--- config.mk ---
export PLATFORM = sky130hd
export DESIGN_NAME = top_k_score_heap
export DESIGN_NICKNAME = d
export VERILOG_FILES = /design/src/tkh_pkg.sv /design/src/tkh_ram.sv /design/src/top_k_score_heap.sv
export SDC_FILE = /design/constraint.sdc
export NUM_CORES = 1
export LEC_CHECK = 0
export BUFFER_PORTS_ARGS = -buffer_cell sky130_fd_sc_hd__buf_2
export CORE_ASPECT_RATIO = 0.9
export CORE_MARGIN = 2
export CORE_UTILIZATION = 45
export CTS_BUF_LIST = sky130_fd_sc_hd__clkbuf_4 sky130_fd_sc_hd__clkbuf_8
export DETAILED_ROUTE_END_ITERATION = 10
export GPL_TIMING_DRIVEN = 0
export SKIP_CTS_REPAIR_TIMING = 1
export SLEW_MARGIN = 20
export SYNTH_ARGS = -nofsm -noshare
export SYNTH_HDL_FRONTEND = slang
export SYNTH_SLANG_ARGS = --single-unit
--- constraint.sdc ---
create_clock -name i_clk -period 9.1 [get_ports i_clk]
set_clock_uncertainty 0.05 [all_clocks]
set_input_delay 1.82 -clock i_clk [delete_from_list [all_inputs] [get_ports i_clk]]
set_output_delay 1.82 -clock i_clk [all_outputs]
set_load 0.05 [all_outputs]
--- src/tkh_pkg.sv ---
// Package for the top-K score store: sequencer states and field widths.
// Used by top_k_score_heap; no dependencies.
`default_nettype none
package tkh_pkg;

    localparam int SCORE_W = 31;
    localparam int DOC_W   = 32;
    localparam int THR_W   = 32;
    localparam int KEY_W   = SCORE_W + DOC_W;
    localparam int IN_W    = 64;
    localparam int OUT_W   = THR_W + 1 + SCORE_W + DOC_W;

    typedef enum logic [2:0] {
        S_IDLE,
        S_SCAN,
        S_WUPD,
        S_INS_OUT,
        S_DSCAN,
        S_DEMIT
    } t_state;

endpackage
`default_nettype wire

--- src/tkh_ram.sv ---
// Generic simple dual-port RAM: one write port, one read port, registered read.
// No dependencies.
`default_nettype none
module tkh_ram #(
    parameter int WIDTH = 8,
    parameter int DEPTH = 16,
    parameter int AW    = 4
) (
    input  wire logic             i_clk,
    input  wire logic             i_we,
    input  wire logic [AW-1:0]    i_waddr,
    input  wire logic [WIDTH-1:0] i_wdata,
    input  wire logic [AW-1:0]    i_raddr,
    output logic      [WIDTH-1:0] o_rdata
);

    logic [WIDTH-1:0] r_mem [DEPTH];
    logic [WIDTH-1:0] r_rdata;

    always_ff @(posedge i_clk) begin
        if (i_we) begin
            r_mem[i_waddr] <= i_wdata;
        end
        r_rdata <= r_mem[i_raddr];
    end

    assign o_rdata = r_rdata;

endmodule
`default_nettype wire

--- src/top_k_score_heap.sv ---
// Top level of the top-K score store: sequencer, key comparators, output register.
// Depends on tkh_pkg and tkh_ram.
//
// Usage. Items arrive on the s_ channel: s_tuser is the mode (0 insert, 1 drain),
// s_tdata holds score and doc id. Results leave on the m_ channel, one transaction
// per insert and one per drained entry (one for a drain of an empty store); m_tlast
// marks the final result of an item, m_tuser flags a drained entry.
// start_threshold is to be written through the cfg channel only while the block is
// idle; the block does not enforce this. Throughput: one item at a time; s_tready is
// high only in the idle state. An insert into a store that is not full writes its key
// and then loads its result. An insert that leaves the store full first makes one pass
// over the entry RAM through its single read port to find the weakest entry, which may
// raise the threshold and sets the slot the next insert overwrites. A drain of n
// entries makes one RAM pass per distinct entry, best entry first.
// Reset clears the fill count, the threshold and start_threshold to zero; the
// entry RAM is not cleared, only entries below the fill count are read.
// When the receiver stalls, a finished result waits in the output register and
// the sequencer holds before loading the next; it takes a new item once the last is loaded.
`default_nettype none
module top_k_score_heap #(
    parameter int TOP_K = 16
) (
    input  wire logic        i_clk,
    input  wire logic        i_rst_n,
    // config: start_threshold
    input  wire logic        i_cfg_valid,
    output logic             o_cfg_ready,
    input  wire logic [31:0] i_cfg_data,
    // input stream
    input  wire logic        s_tvalid,
    output logic             s_tready,
    input  wire logic [63:0] s_tdata,   // score[30:0], doc_id[62:31], zero [63]
    input  wire logic [0:0]  s_tuser,   // mode[0]
    // result stream
    output logic             m_tvalid,
    input  wire logic        m_tready,
    output logic [95:0]      m_tdata,   // threshold[31:0], full_res[32],
                                        // entry_score[63:33], entry_doc[95:64]
    output logic [0:0]       m_tuser,   // entry_valid[0]
    output logic             m_tlast
);

    import tkh_pkg::*;

    localparam int CW = $clog2(TOP_K + 1);
    localparam int IW = (TOP_K > 1) ? $clog2(TOP_K) : 1;
    localparam logic [CW-1:0] K_CNT = CW'(TOP_K);

    // control registers
    t_state            r_state, n_state;
    logic [CW-1:0]     r_cnt, n_cnt;
    logic [THR_W-1:0]  r_thr, n_thr;
    logic [THR_W-1:0]  r_start, n_start;
    logic [CW-1:0]     r_addr, n_addr;
    logic              r_rd_vld, n_rd_vld;
    logic              r_found, n_found;
    logic              r_first, n_first;
    logic              r_o_valid, n_o_valid;
    // payload registers
    logic [IW-1:0]     r_rd_idx, n_rd_idx;
    logic [IW-1:0]     r_weak_idx, n_weak_idx;
    logic [KEY_W-1:0]  r_best_key, n_best_key;
    logic [IW-1:0]     r_best_idx, n_best_idx;
    logic [KEY_W-1:0]  r_prev_key, n_prev_key;
    logic [CW-1:0]     r_mult, n_mult;
    logic [CW-1:0]     r_emit, n_emit;
    logic [OUT_W-1:0]  r_o_data, n_o_data;
    logic              r_o_ev, n_o_ev;
    logic              r_o_last, n_o_last;

    // RAM port
    logic              ram_we;
    logic [IW-1:0]     ram_waddr;
    logic [KEY_W-1:0]  ram_wdata;
    logic [KEY_W-1:0]  ram_rdata;

    // key = {score, ~doc}: a larger key ranks better
    logic [KEY_W-1:0]  in_key;
    logic              in_acc;
    logic              out_free;
    logic              issue;
    logic              last_data;
    logic              key_lt_best;
    logic              key_gt_best;
    logic              key_eq_best;
    logic              key_lt_prev;
    logic              thr_rise;
    logic [SCORE_W-1:0] weak_score;

    assign in_key   = {s_tdata[SCORE_W-1:0], ~s_tdata[SCORE_W +: DOC_W]};
    assign s_tready = (r_state == S_IDLE);
    assign in_acc   = s_tvalid && s_tready;
    assign out_free = !r_o_valid || m_tready;
    assign issue    = ((r_state == S_SCAN) || (r_state == S_DSCAN)) && (r_addr < r_cnt);
    assign last_data = r_rd_vld && ((CW'(r_rd_idx) + 1'b1) == r_cnt);

    assign key_lt_best = ram_rdata < r_best_key;
    assign key_gt_best = ram_rdata > r_best_key;
    assign key_eq_best = ram_rdata == r_best_key;
    assign key_lt_prev = ram_rdata < r_prev_key;

    assign weak_score = r_best_key[KEY_W-1 -: SCORE_W];
    assign thr_rise   = $signed(r_thr) < $signed({1'b0, weak_score});

    tkh_ram #(
        .WIDTH (KEY_W),
        .DEPTH (TOP_K),
        .AW    (IW)
    ) u_ram (
        .i_clk   (i_clk),
        .i_we    (ram_we),
        .i_waddr (ram_waddr),
        .i_wdata (ram_wdata),
        .i_raddr (r_addr[IW-1:0]),
        .o_rdata (ram_rdata)
    );

    always_comb begin
        n_state    = r_state;
        n_cnt      = r_cnt;
        n_thr      = r_thr;
        n_start    = r_start;
        n_addr     = r_addr;
        n_rd_vld   = issue;
        n_rd_idx   = r_addr[IW-1:0];
        n_found    = r_found;
        n_first    = r_first;
        n_weak_idx = r_weak_idx;
        n_best_key = r_best_key;
        n_best_idx = r_best_idx;
        n_prev_key = r_prev_key;
        n_mult     = r_mult;
        n_emit     = r_emit;
        n_o_valid  = r_o_valid && !m_tready;
        n_o_data   = r_o_data;
        n_o_ev     = r_o_ev;
        n_o_last   = r_o_last;
        ram_we     = 1'b0;
        ram_waddr  = r_cnt[IW-1:0];
        ram_wdata  = in_key;

        if (i_cfg_valid) begin
            n_start = i_cfg_data;
        end

        if (issue) begin
            n_addr = r_addr + 1'b1;
        end

        case (r_state)
            S_IDLE: begin
                if (in_acc) begin
                    n_addr = '0;
                    if (s_tuser[0] == 1'b0) begin
                        ram_we = 1'b1;
                        if (r_cnt == K_CNT) begin
                            ram_waddr = r_weak_idx;
                            n_state   = S_SCAN;
                        end else begin
                            n_cnt   = r_cnt + 1'b1;
                            n_state = ((r_cnt + 1'b1) == K_CNT) ? S_SCAN : S_INS_OUT;
                        end
                    end else if (r_cnt == '0) begin
                        n_thr   = r_start;
                        n_state = S_INS_OUT;
                    end else begin
                        n_first = 1'b1;
                        n_found = 1'b0;
                        n_emit  = '0;
                        n_state = S_DSCAN;
                    end
                end
            end
            S_SCAN: begin
                if (r_rd_vld && ((r_rd_idx == '0) || key_lt_best)) begin
                    n_best_key = ram_rdata;
                    n_best_idx = r_rd_idx;
                end
                if (last_data) begin
                    n_state = S_WUPD;
                end
            end
            S_WUPD: begin
                n_weak_idx = r_best_idx;
                if (thr_rise) begin
                    n_thr = {1'b0, weak_score};
                end
                n_state = S_INS_OUT;
            end
            S_INS_OUT: begin
                if (out_free) begin
                    n_o_valid = 1'b1;
                    n_o_data  = {{DOC_W{1'b0}}, {SCORE_W{1'b0}}, (r_cnt == K_CNT), r_thr};
                    n_o_ev    = 1'b0;
                    n_o_last  = 1'b1;
                    n_state   = S_IDLE;
                end
            end
            S_DSCAN: begin
                if (r_rd_vld && (r_first || key_lt_prev)) begin
                    if (!r_found || key_gt_best) begin
                        n_best_key = ram_rdata;
                        n_mult     = CW'(1);
                        n_found    = 1'b1;
                    end else if (key_eq_best) begin
                        n_mult = r_mult + 1'b1;
                    end
                end
                if (last_data) begin
                    n_state = S_DEMIT;
                end
            end
            S_DEMIT: begin
                if (out_free) begin
                    n_o_valid = 1'b1;
                    n_o_data  = {~r_best_key[DOC_W-1:0], r_best_key[KEY_W-1 -: SCORE_W],
                                 1'b0, r_start};
                    n_o_ev    = 1'b1;
                    n_o_last  = (r_emit + 1'b1) == r_cnt;
                    n_emit    = r_emit + 1'b1;
                    n_mult    = r_mult - 1'b1;
                    if ((r_emit + 1'b1) == r_cnt) begin
                        n_cnt   = '0;
                        n_thr   = r_start;
                        n_state = S_IDLE;
                    end else if (r_mult == CW'(1)) begin
                        n_prev_key = r_best_key;
                        n_first    = 1'b0;
                        n_found    = 1'b0;
                        n_addr     = '0;
                        n_state    = S_DSCAN;
                    end
                end
            end
            default: begin
                n_state = S_IDLE;
            end
        endcase
    end

    always_ff @(posedge i_clk) begin
        if (!i_rst_n) begin
            r_state   <= S_IDLE;
            r_cnt     <= '0;
            r_thr     <= '0;
            r_start   <= '0;
            r_addr    <= '0;
            r_rd_vld  <= 1'b0;
            r_found   <= 1'b0;
            r_first   <= 1'b0;
            r_o_valid <= 1'b0;
        end else begin
            r_state   <= n_state;
            r_cnt     <= n_cnt;
            r_thr     <= n_thr;
            r_start   <= n_start;
            r_addr    <= n_addr;
            r_rd_vld  <= n_rd_vld;
            r_found   <= n_found;
            r_first   <= n_first;
            r_o_valid <= n_o_valid;
        end
    end

    always_ff @(posedge i_clk) begin
        r_rd_idx   <= n_rd_idx;
        r_weak_idx <= n_weak_idx;
        r_best_key <= n_best_key;
        r_best_idx <= n_best_idx;
        r_prev_key <= n_prev_key;
        r_mult     <= n_mult;
        r_emit     <= n_emit;
        r_o_data   <= n_o_data;
        r_o_ev     <= n_o_ev;
        r_o_last   <= n_o_last;
    end

    assign o_cfg_ready = 1'b1;
    assign m_tvalid    = r_o_valid;
    assign m_tdata     = r_o_data;
    assign m_tuser     = r_o_ev;
    assign m_tlast     = r_o_last;

    a_cnt_bound: assert property (@(posedge i_clk) disable iff (!i_rst_n)
        r_cnt <= K_CNT)
        else $error("fill count above TOP_K");

    a_drain_clears: assert property (@(posedge i_clk) disable iff (!i_rst_n)
        ((r_state == S_DEMIT) && out_free && n_o_last) |=> (r_cnt == '0))
        else $error("store not emptied after final drained entry");

    a_rd_in_scan: assert property (@(posedge i_clk) disable iff (!i_rst_n)
        r_rd_vld |-> ((r_state == S_SCAN) || (r_state == S_DSCAN)))
        else $error("RAM read data outside a scan");

    a_emit_found: assert property (@(posedge i_clk) disable iff (!i_rst_n)
        (r_state == S_DEMIT) |-> (r_found && (r_mult != '0)))
        else $error("drain emit without a selected entry");

    a_thr_rise: assert property (@(posedge i_clk) disable iff (!i_rst_n)
        (r_state == S_WUPD) |=> ($signed(r_thr) >= $signed($past(r_thr))))
        else $error("threshold fell on insert");

endmodule
`default_nettype wire

Word level (Yosys, flattened, before mapping)
Memories as Yosys holds them, arrays and structs flattened. A register that Yosys moved wholly into a read port is not among the register bits.
Index checks and enable logic that the tools add are counted.
{"block": "word_totals", "ramBits": 1008, "rom_bits": 0, "register_bits": 327, "out_inout_bits": 101, "memories": 1, "input_bits": 102, "latchBits": 0}
{"block": "classes", "n_eq_ne": 30, "n_mul": 0, "bitwise": 3, "order_cmp": 5, "n_addsub": 6, "n_reduce_logical": 35, "muxes": 77, "shift": 0, "div_mod_pow": 0}
{"memory": "u_ram.r_mem", "depth": 16, "width": 63, "rd": 1, "rd_clocked_by_memory_dff": 1, "write_ports": 1, "line": "tkh_ram.sv:17", "source": "logic [WIDTH-1:0] r_mem [DEPTH];"}
{"operator": "32-bit 2-to-1 mux", "count": 6}
{"operator": "96-bit 2-to-1 mux", "count": 2}
{"operator": "96-bit one-hot mux with 2 select lines", "count": 1}
{"operator": "63-bit 2-to-1 mux", "count": 3}
{"operator": "63-bit < comparator", "count": 2}
{"operator": "63-bit one-hot mux with 2 select lines", "count": 1}
{"operator": "32-bit one-hot mux with 3 select lines", "count": 1}
{"operator": "5-bit 2-to-1 mux", "count": 18}
{"operator": "32-bit inverter", "count": 2}
{"operator": "63-bit == test", "count": 1}
{"operator": "63-bit > comparator", "count": 1}
{"operator": "5-bit one-hot mux with 2 select lines", "count": 4}
{"operator": "32-bit < comparator", "count": 1}
{"operator": "3-bit 2-to-1 mux", "count": 9}
{"operator": "2-bit inequality test (second input constant)", "count": 11}
{"operator": "1-bit 2-to-1 mux", "count": 21}
{"operator": "5-bit by 1-bit adder with 5-bit output (second input constant)", "count": 4}
{"operator": "3-bit one-hot mux with 6 select lines", "count": 1}
{"operator": "4-bit 2-to-1 mux", "count": 4}
{"operator": "7-bit AND reduction", "count": 2}
{"operator": "2-bit by 1-bit inequality test with 1-bit output (second input constant)", "count": 6}
{"operator": "4-bit AND reduction", "count": 3}
{"operator": "6-bit AND reduction", "count": 2}
{"operator": "5-bit == test", "count": 2}
{"operator": "27 further kinds", "count": 48}

Depth between registers and ports, before layout
Gate-level depths: netlist of run 1.
{"block": "logic_depth", "depth_word": 8, "mapped_depth": 13, "ltp_nobuf": 11}

By module
Synthesis of run 1 repeated with hierarchy kept, for this count alone.
{"block": "unflattened", "hier_cells": 3128, "area_unflattened_um2": 55484.5}
{"module": "tkh_ram", "n_inst": 1, "cells_per_inst": 1622, "seq_area_each_um2": 31530.2, "area_per_inst_um2": 38989.9}
{"module": "top_k_score_heap", "n_inst": 1, "cells_per_inst": 1506, "seq_area_each_um2": 8968.6, "area_per_inst_um2": 16494.6}

Worst setup path after synthesis of run 1
OpenSTA, ideal clock, no wires.
{"block": "synth_path", "path_type": "in2reg", "startpoint": "input m_tready", "endpoint": "register r_prev_key[0] (enable)", "t_arrival_ns": 6.174, "path_stages": 2, "setup_slack_ns": 2.314, "n_path_buf": 0, "setup_ns": 0.561, "cell_sequence": "nor2b_1 -> nor3_1"}
{"block": "synth_between", "elab_chain_cells": 2}
{"item": "start: declaration", "line": "top_k_score_heap.sv:36", "source": "input wire logic m_tready,"}
{"item": "1-bit logical OR", "line": "top_k_score_heap.sv:93", "source": "assign out_free = !r_o_valid || m_tready;"}
{"item": "4-bit AND reduction (no source line)"}
{"item": "end signal: assignment", "line": "top_k_score_heap.sv:270", "source": "r_prev_key <= n_prev_key;"}
{"item": "end: declaration", "line": "top_k_score_heap.sv:64", "source": "logic [KEY_W-1:0] r_prev_key, n_prev_key;"}
Every way passes these cells.
A chain may end at the register's enable or synchronous reset.

Worst setup path after layout of run 1
{"block": "layout_path", "startpoint": "register r_best_key[60]", "endpoint": "register r_best_key[13] (enable)"}
{"block": "layout_between", "elab_chain_cells": 5, "word_cells_on_any_way": 8, "cone_classes": "order compare: 2; eq/ne: 2; reduce/logical: 4"}
{"item": "start: declaration", "line": "top_k_score_heap.sv:62", "source": "logic [KEY_W-1:0] r_best_key, n_best_key;"}
{"item": "start signal: assignment", "line": "top_k_score_heap.sv:268", "source": "r_best_key <= n_best_key;"}
{"item": "63-bit < comparator", "line": "top_k_score_heap.sv:97", "source": "assign key_lt_best = ram_rdata < r_best_key;"}
{"item": "1-bit logical OR", "line": "top_k_score_heap.sv:175", "source": "if (r_rd_vld && ((r_rd_idx == '0) || key_lt_best)) begin"}
{"item": "1-bit logical AND", "line": "top_k_score_heap.sv:175"}
{"item": "2-bit by 1-bit inequality test with 1-bit output (no source line)"}
{"item": "4-bit AND reduction (no source line) (*)"}
Every way passes the cells marked *; elsewhere a longest branch is shown, timed or not.

==> run summary, run 1 <==
Post-route setup TNS = 0 ns
Seq cells post-synth = 1398
Die Height = 336.7 um
Crit path launch type = register
Detailed Routing Iterations Pass 1 = 6
Via-per-instance ratio = 5.575
Psw = 3.568 mW
H-Tree Depth = 4
Tot Pwr = 14.27 mW
Fillcell total = 9622
Post-Syn Area = 55350 um2
Final setup fails = 0
Combinational share of power = 10.6%
R2R cell count = 11
Area Overhead vs Synth = 17.33%
Seq pwr share = 52.2%
Worst-path clk slew = 0.06 ns
Final hold violations = 0
Port Buffers = 198
Drt total wl = 137100 um
Antenna violations before repair = 20
Largest net degree at the start of global routing = 40
Max cap viols = 0
Layout cells sized above 1 = 27.93%
CTS Buf Count = 218
Sw Share = 25.01%
Root Driver = clkbuf_8
Syn Nets = 3217
Data arrival, critical path = 5.57 ns
Post-synth top flop = edfxtp_1
Reg-to-Reg Start = r_best_key[60]
Fin. max-slew vios = 0
Hold Startpoint = r_best_idx[3]
Fmax = 198.5 MHz
Worst Max-Slew Pin Slew = 1.104 ns
Asr flop ratio synth = 0%
Drt drc = 0
Post-synth EDFFs = 1250
WHS Endpoint = r_weak_idx[3]
Power Density = 219.7 nW/um2
Gpl congestion = 0.8738
Vias in the first global route = 30350
WS Path Type = reg -> reg
Dpl hpwl = 93530 um
CTS tree = built
Final core utilization = 53.04%
RR Endpoint = r_best_key[13]
WL/cell = 26.05 um
Synth Area per Inst = 18.78 um2
R2R Setup Slk = 4.06 ns
Total gr overflow = 0
Hold depth = 0
Remaining antenna violation count = 0
Die ar. = 125800 um2
Final Cycle Share = 55.37%
Tmin final = 5.039 ns
Crit. End Element = register
Gr usage total = 21.95%
Hold Path Class = reg -> reg
Global-route wire length before repair = 200400 um
CP max FO = 39
Clock power share = 37.2%
Cells after synthesis = 2947
Int Power = 10.70 mW
Critical Path RT = 9.63 ns
Post-synth cell types = 64
DRT iter0 DRCs = 2923
DR vias = 29350
Slew HR = 26.37%
Die W = 373.7 um
I/O Pins = 203
Status = finished clean
Number of instances in the placed design = 4841
Lkg Pwr = 22.88 nW
Synth warn = 0
Initial core utilization = 45.21%
Core area = 122400 um2
Layout Cells excl Fill = 5264
RSZ-0062 raised after global routing = no
Sequential-to-total area share from yosys stat = 73.17%
Clock buffer depth = 3
Later-pin clock latency in the skew report = 0.93 ns
Clock Sinks = 1398
Rows = 122
Final Net Count = 3720
VDD IR max = 0.0001116 V
metal layers:
| layer | GRT usage [%] | vias to the layer above | wire length [um] |
|---|---|---|---|
| met5 | 0 | - | 34 |
| met4 | 7.175 | 6 | 3433 |
| met3 | 5.055 | 244 | 10640 |
| met2 | 34.55 | 1186 | 64250 |
| met1 | 30.47 | 15170 | 58780 |
| li1 | - | 12740 | - |
through the flow:
stage	instance area [um2]	setup slack [ns]	hold WS (ns)
after floorplan	55350	2.314	0.3150
after global placement	58350	-1.208	0.3384
after detailed placement	60440	4.073	0.3469
after CTS	64890	4.069	0.3562
after global routing	64930	3.885	0.3781
final	64940	4.061	0.3688
cells in the final DEF (no fill, tap or decap), drive strengths merged, types with 3 or more instances in the layout:
cell	count
nand3	26
o211ai	6
clkinvlp	5
a21o	41
nor2b	43
mux4	315
clkinv	90
and4	5
a221oi	7
nand3b	4
bufinv	5
o22ai	3
a31oi	8
xnor2	11
nor2	115
edfxtp	1250
mux2i	65
ha	168
a21oi	65
nand2b	10
nor4	4
o21ai	39
inv	182
dfxtp	148
nor3b	6
a21boi	4
buf	300
clkbuf	417
o211a	32
o2111ai	3
a211oi	5
nand4	30
nand2	176
diode	7
nor3	17
or4	3
xor2	7
how the worst max path moves through the flow:
stage                   start             end  slack [ns]  depth (start not counted)
2_1_floorplan        m_tready   r_prev_key[0]        2.31                          2
3_3_place_gp         m_tready  r_prev_key[20]       -1.21                          3
3_5_place_dp   r_best_key[60]  r_best_key[21]        4.07                         11
4_1_cts        r_best_key[60]   r_best_key[2]        4.07                         11
5_1_grt        r_best_key[54]  r_best_key[14]        3.89                         11
6_report       r_best_key[60]  r_best_key[13]        4.06                         11
Yosys cell counts, types with 10 or more instances:
master | instances | share of area [%]
mux4_2 | 315 | 13
nor2_1 | 115 | 0.78
buf_1 | 22 | 0.15
nand4_1 | 27 | 0.31
edfxtp_1 | 1250 | 68
ha_1 | 168 | 3.8
inv_1 | 176 | 1.2
dfxtp_1 | 148 | 5.4
nand3_1 | 26 | 0.24
o211a_1 | 32 | 0.58
nor2b_1 | 43 | 0.49
mux2i_1 | 65 | 1.2
a21o_1 | 40 | 0.54
nand2b_1 | 10 | 0.11
xnor2_1 | 11 | 0.17
nor3_1 | 17 | 0.15
clkbuf_1 | 100 | 0.68
a21oi_1 | 65 | 0.59
o21ai_0 | 39 | 0.35
nand2_1 | 176 | 1.2
cells by family after synthesis:
group	synth area share, %
AOI/OAI and AO/OA	2.839
xor gates and xnor gates	0.2848
adders and majority gates	3.798
buffers and inverters	2.053
DFF	73.17
muxes	13.99
other	0.006775
and+or+nand+nor	3.852
registers in the layout, indices dropped and copies added (netlist names), 32 cells and up:
name / cells
u_ram.r_mem: 1008
r_prev_key: 63
m_tdata: 96
r_thr: 32
r_best_key: 63
u_ram.o_rdata: 63
r_start: 32
cell type report:
type / count / area (um2) / share of cell area (%)
flip-flops and latches: 1398 / 40500 / 62.37
multi-input cells: 1248 / 13860 / 21.35
clock buffers: 309 / 3809 / 5.865
repair buffers: 283 / 2922 / 4.499
well taps: 1612 / 2017 / 3.106
inverters: 176 / 660.6 / 1.017
clock inverters: 106 / 641.9 / 0.9884
plain buffers: 125 / 506.7 / 0.7803
diodes: 7 / 17.52 / 0.02697
power by group through the flow:
stage | clock network, mW | registers (mW) | logic (mW)
6_report | 5.31 | 7.44 | 1.51
5_1_grt | 5.72 | 7.47 | 1.65
4_1_cts | 5.44 | 7.44 | 1.52
3_5_place_dp | 0 | 7.57 | 1.51
3_3_place_gp | 0 | 7.60 | 1.40
2_1_floorplan | 0 | 7.66 | 0.887
worst max-delay path, cell delays in order, from the launching register on:
cell and delay (ns):
edfxtp_1 0.43, inv_1 0.15, ha_1 0.35, nand4_2 0.16, nor4_4 0.53, nand4_1 0.47, or4_1 0.80, o211ai_1 0.56
a21boi_4 0.18, nor3_1 0.22, o21a_4 0.44, buf_16 0.31
Power figures use the tool's default switching activity.
==> run 2: changes to the inputs <==
==> constraint.sdc (replaced) <==
create_clock -name i_clk -period 4.1 [get_ports i_clk]
set_clock_uncertainty 0.05 [all_clocks]
set_input_delay 0.82 -clock i_clk [delete_from_list [all_inputs] [get_ports i_clk]]
set_output_delay 0.82 -clock i_clk [all_outputs]
set_load 0.05 [all_outputs]
==> run 2 against run 1 <==
Effect of this change: count of clock-buffer cells in the layout is 20 higher; setup slack lost 4.0 ns; routed wire length increased by 0.93%; via count grew 0.42%; combinational power grew 130%; sequential power increased by 120%; critical path type unchanged; largest power group unchanged; highest routed layer unchanged.
==> run summary, run 2 (synthesis results as in run 1) <==
Status = finished clean
Power Density = 495.1 nW/um2
Crit. End Element = register
Fmax = 246.1 MHz
Fillcell total = 9536
Sw Share = 24.77%
Worst Setup Slack, final = 0.03690 ns
H-Tree Depth = 4
Remaining antenna violation count = 0
Data arrival, critical path = 4.66 ns
Largest net degree at the start of global routing = 40
Die W = 373.7 um
Max reg flops = 1008
CP max FO = 19
Design Area, Final = 65420 um2
Hold slack final = 0.1024 ns
Final Cycle Share = 99.10%
WL/cell = 26.25 um
Post-route setup TNS = 0 ns
R2R Setup Slk = 0.04 ns
Dpl hpwl = 93260 um
Port Buffers = 198
Rows = 122
VDD IR max = 0.0003043 V
Commonest non-fill, non-tap cells in the layout = edfxtp_1 (1250), mux4_2 (315), clkbuf_8 (241)
Clock Sinks = 1398
Vias in the first global route = 30060
Commonest non-fill, non-tap cell in the layout = edfxtp_1
Tmin final = 4.063 ns
Clock power share = 38.4%
Hold Path Class = in -> reg
Die Height = 336.7 um
Antenna violations before repair = 17
Drt drc = 0
DR vias = 29470
Tot Pwr = 32.39 mW
Via-per-instance ratio = 5.590
Reg with most FFs = u_ram.r_mem
WS Path Type = reg -> reg
Crit path launch type = register
Final core utilization = 53.44%
Layout cells sized above 1 = 29.47%
Final hold violations = 0
Layout Cells excl Fill = 5272
Area of the multi-input gates = 14000 um2
Total gr overflow = 0
Combinational share of power = 10.5%
Psw = 8.023 mW
Final Net Count = 3732
Number of instances in the placed design = 4833
Placed cell area = 60310 um2
Drt total wl = 138400 um
Final setup fails = 0
Global-route wire length before repair = 199200 um
Worst-path clk slew = 0.06 ns
Area Overhead vs Synth = 18.19%
I/O Pins = 203
Max cap viols = 0
Gr usage total = 21.91%
Initial core utilization = 45.21%
CTS Buf Count = 219
Dpl ws = -0.9458 ns
Critical Path RT = 4.70 ns
Lkg Pwr = 23.10 nW
Fin. max-slew vios = 0
Root Driver = clkbuf_8
Later-pin clock latency in the skew report = 0.94 ns
Int Power = 24.36 mW
Seq pwr share = 51.0%
Detailed Routing Iterations Pass 1 = 6
Die ar. = 125800 um2
CTS tree = built
Core area = 122400 um2
Slew HR = 20.45%
Gpl congestion = 0.8911
Reg area = 40500 um2
Clock buffer depth = 3
Worst Max-Slew Pin Slew = 1.193 ns
DRT iter0 DRCs = 3141
[run 2: changes by cell type in the layout (fill, tap and decap cells not counted), sizes merged, moves of 2 or more]
cell,delta
inv,+7
buf,+7
clkinv,-30
diode,-2
clkdlybuf4s15,+4
clkbuf,+19
bufinv,+5
clkinvlp,-3
[run 2: cell type report]
type | instances | share of cell area [%]
clock inverter | 85 | 1.159
tap | 1612 | 3.083
clock buffer | 329 | 6.080
inverter | 176 | 1.010
buffer | 125 | 0.8129
multi-input combinational | 1249 | 21.41
sequential | 1398 | 61.91
timing repair buffer | 293 | 4.520
antenna | 5 | 0.01913
[run 2: path summary, 6_finish.rpt]
check,end,from,cells after the start
setup / recovery,r_best_key[56],u_ram.o_rdata[61],12
hold reg to reg,r_rd_idx[3],r_addr[3],0
setup reg to reg,r_best_key[56],u_ram.o_rdata[61],12
hold / removal,r_start[9],i_cfg_data[9],3
[run 2: metal layers]
layer / vias to the layer above / global-route usage [%] / share of wire (%)
met2: 1144 / 35.23 / 48
li1: 12760 / - / -
met1: 15340 / 30.57 / 43
met3: 220 / 4.239 / 6.8
met4: 6 / 6.624 / 2.1
met5: - / 0 / 0.025
[run 2: critical path, stage by stage (launching register included)]
cell       delay, ns
dfxtp_1         0.42
ha_1            0.37
nand4_2         0.16
nor4_4          0.29
buf_6           0.17
nand4_1         0.10
buf_6           0.17
or4_4           0.58
or4_4           0.65
a21boi_4        0.17
nor3_2          0.09
o21a_4          0.29
clkbuf_16       0.23
[run 2: power groups by stage]
stage / sequential, mW / clock (mW) / combinational (mW)
2_1_floorplan: 17.0 / 0 / 1.97
3_3_place_gp: 16.8 / 0 / 3.11
3_5_place_dp: 16.8 / 0 / 3.34
4_1_cts: 16.5 / 12.7 / 3.36
5_1_grt: 16.6 / 13.3 / 3.73
6_report: 16.5 / 12.4 / 3.42
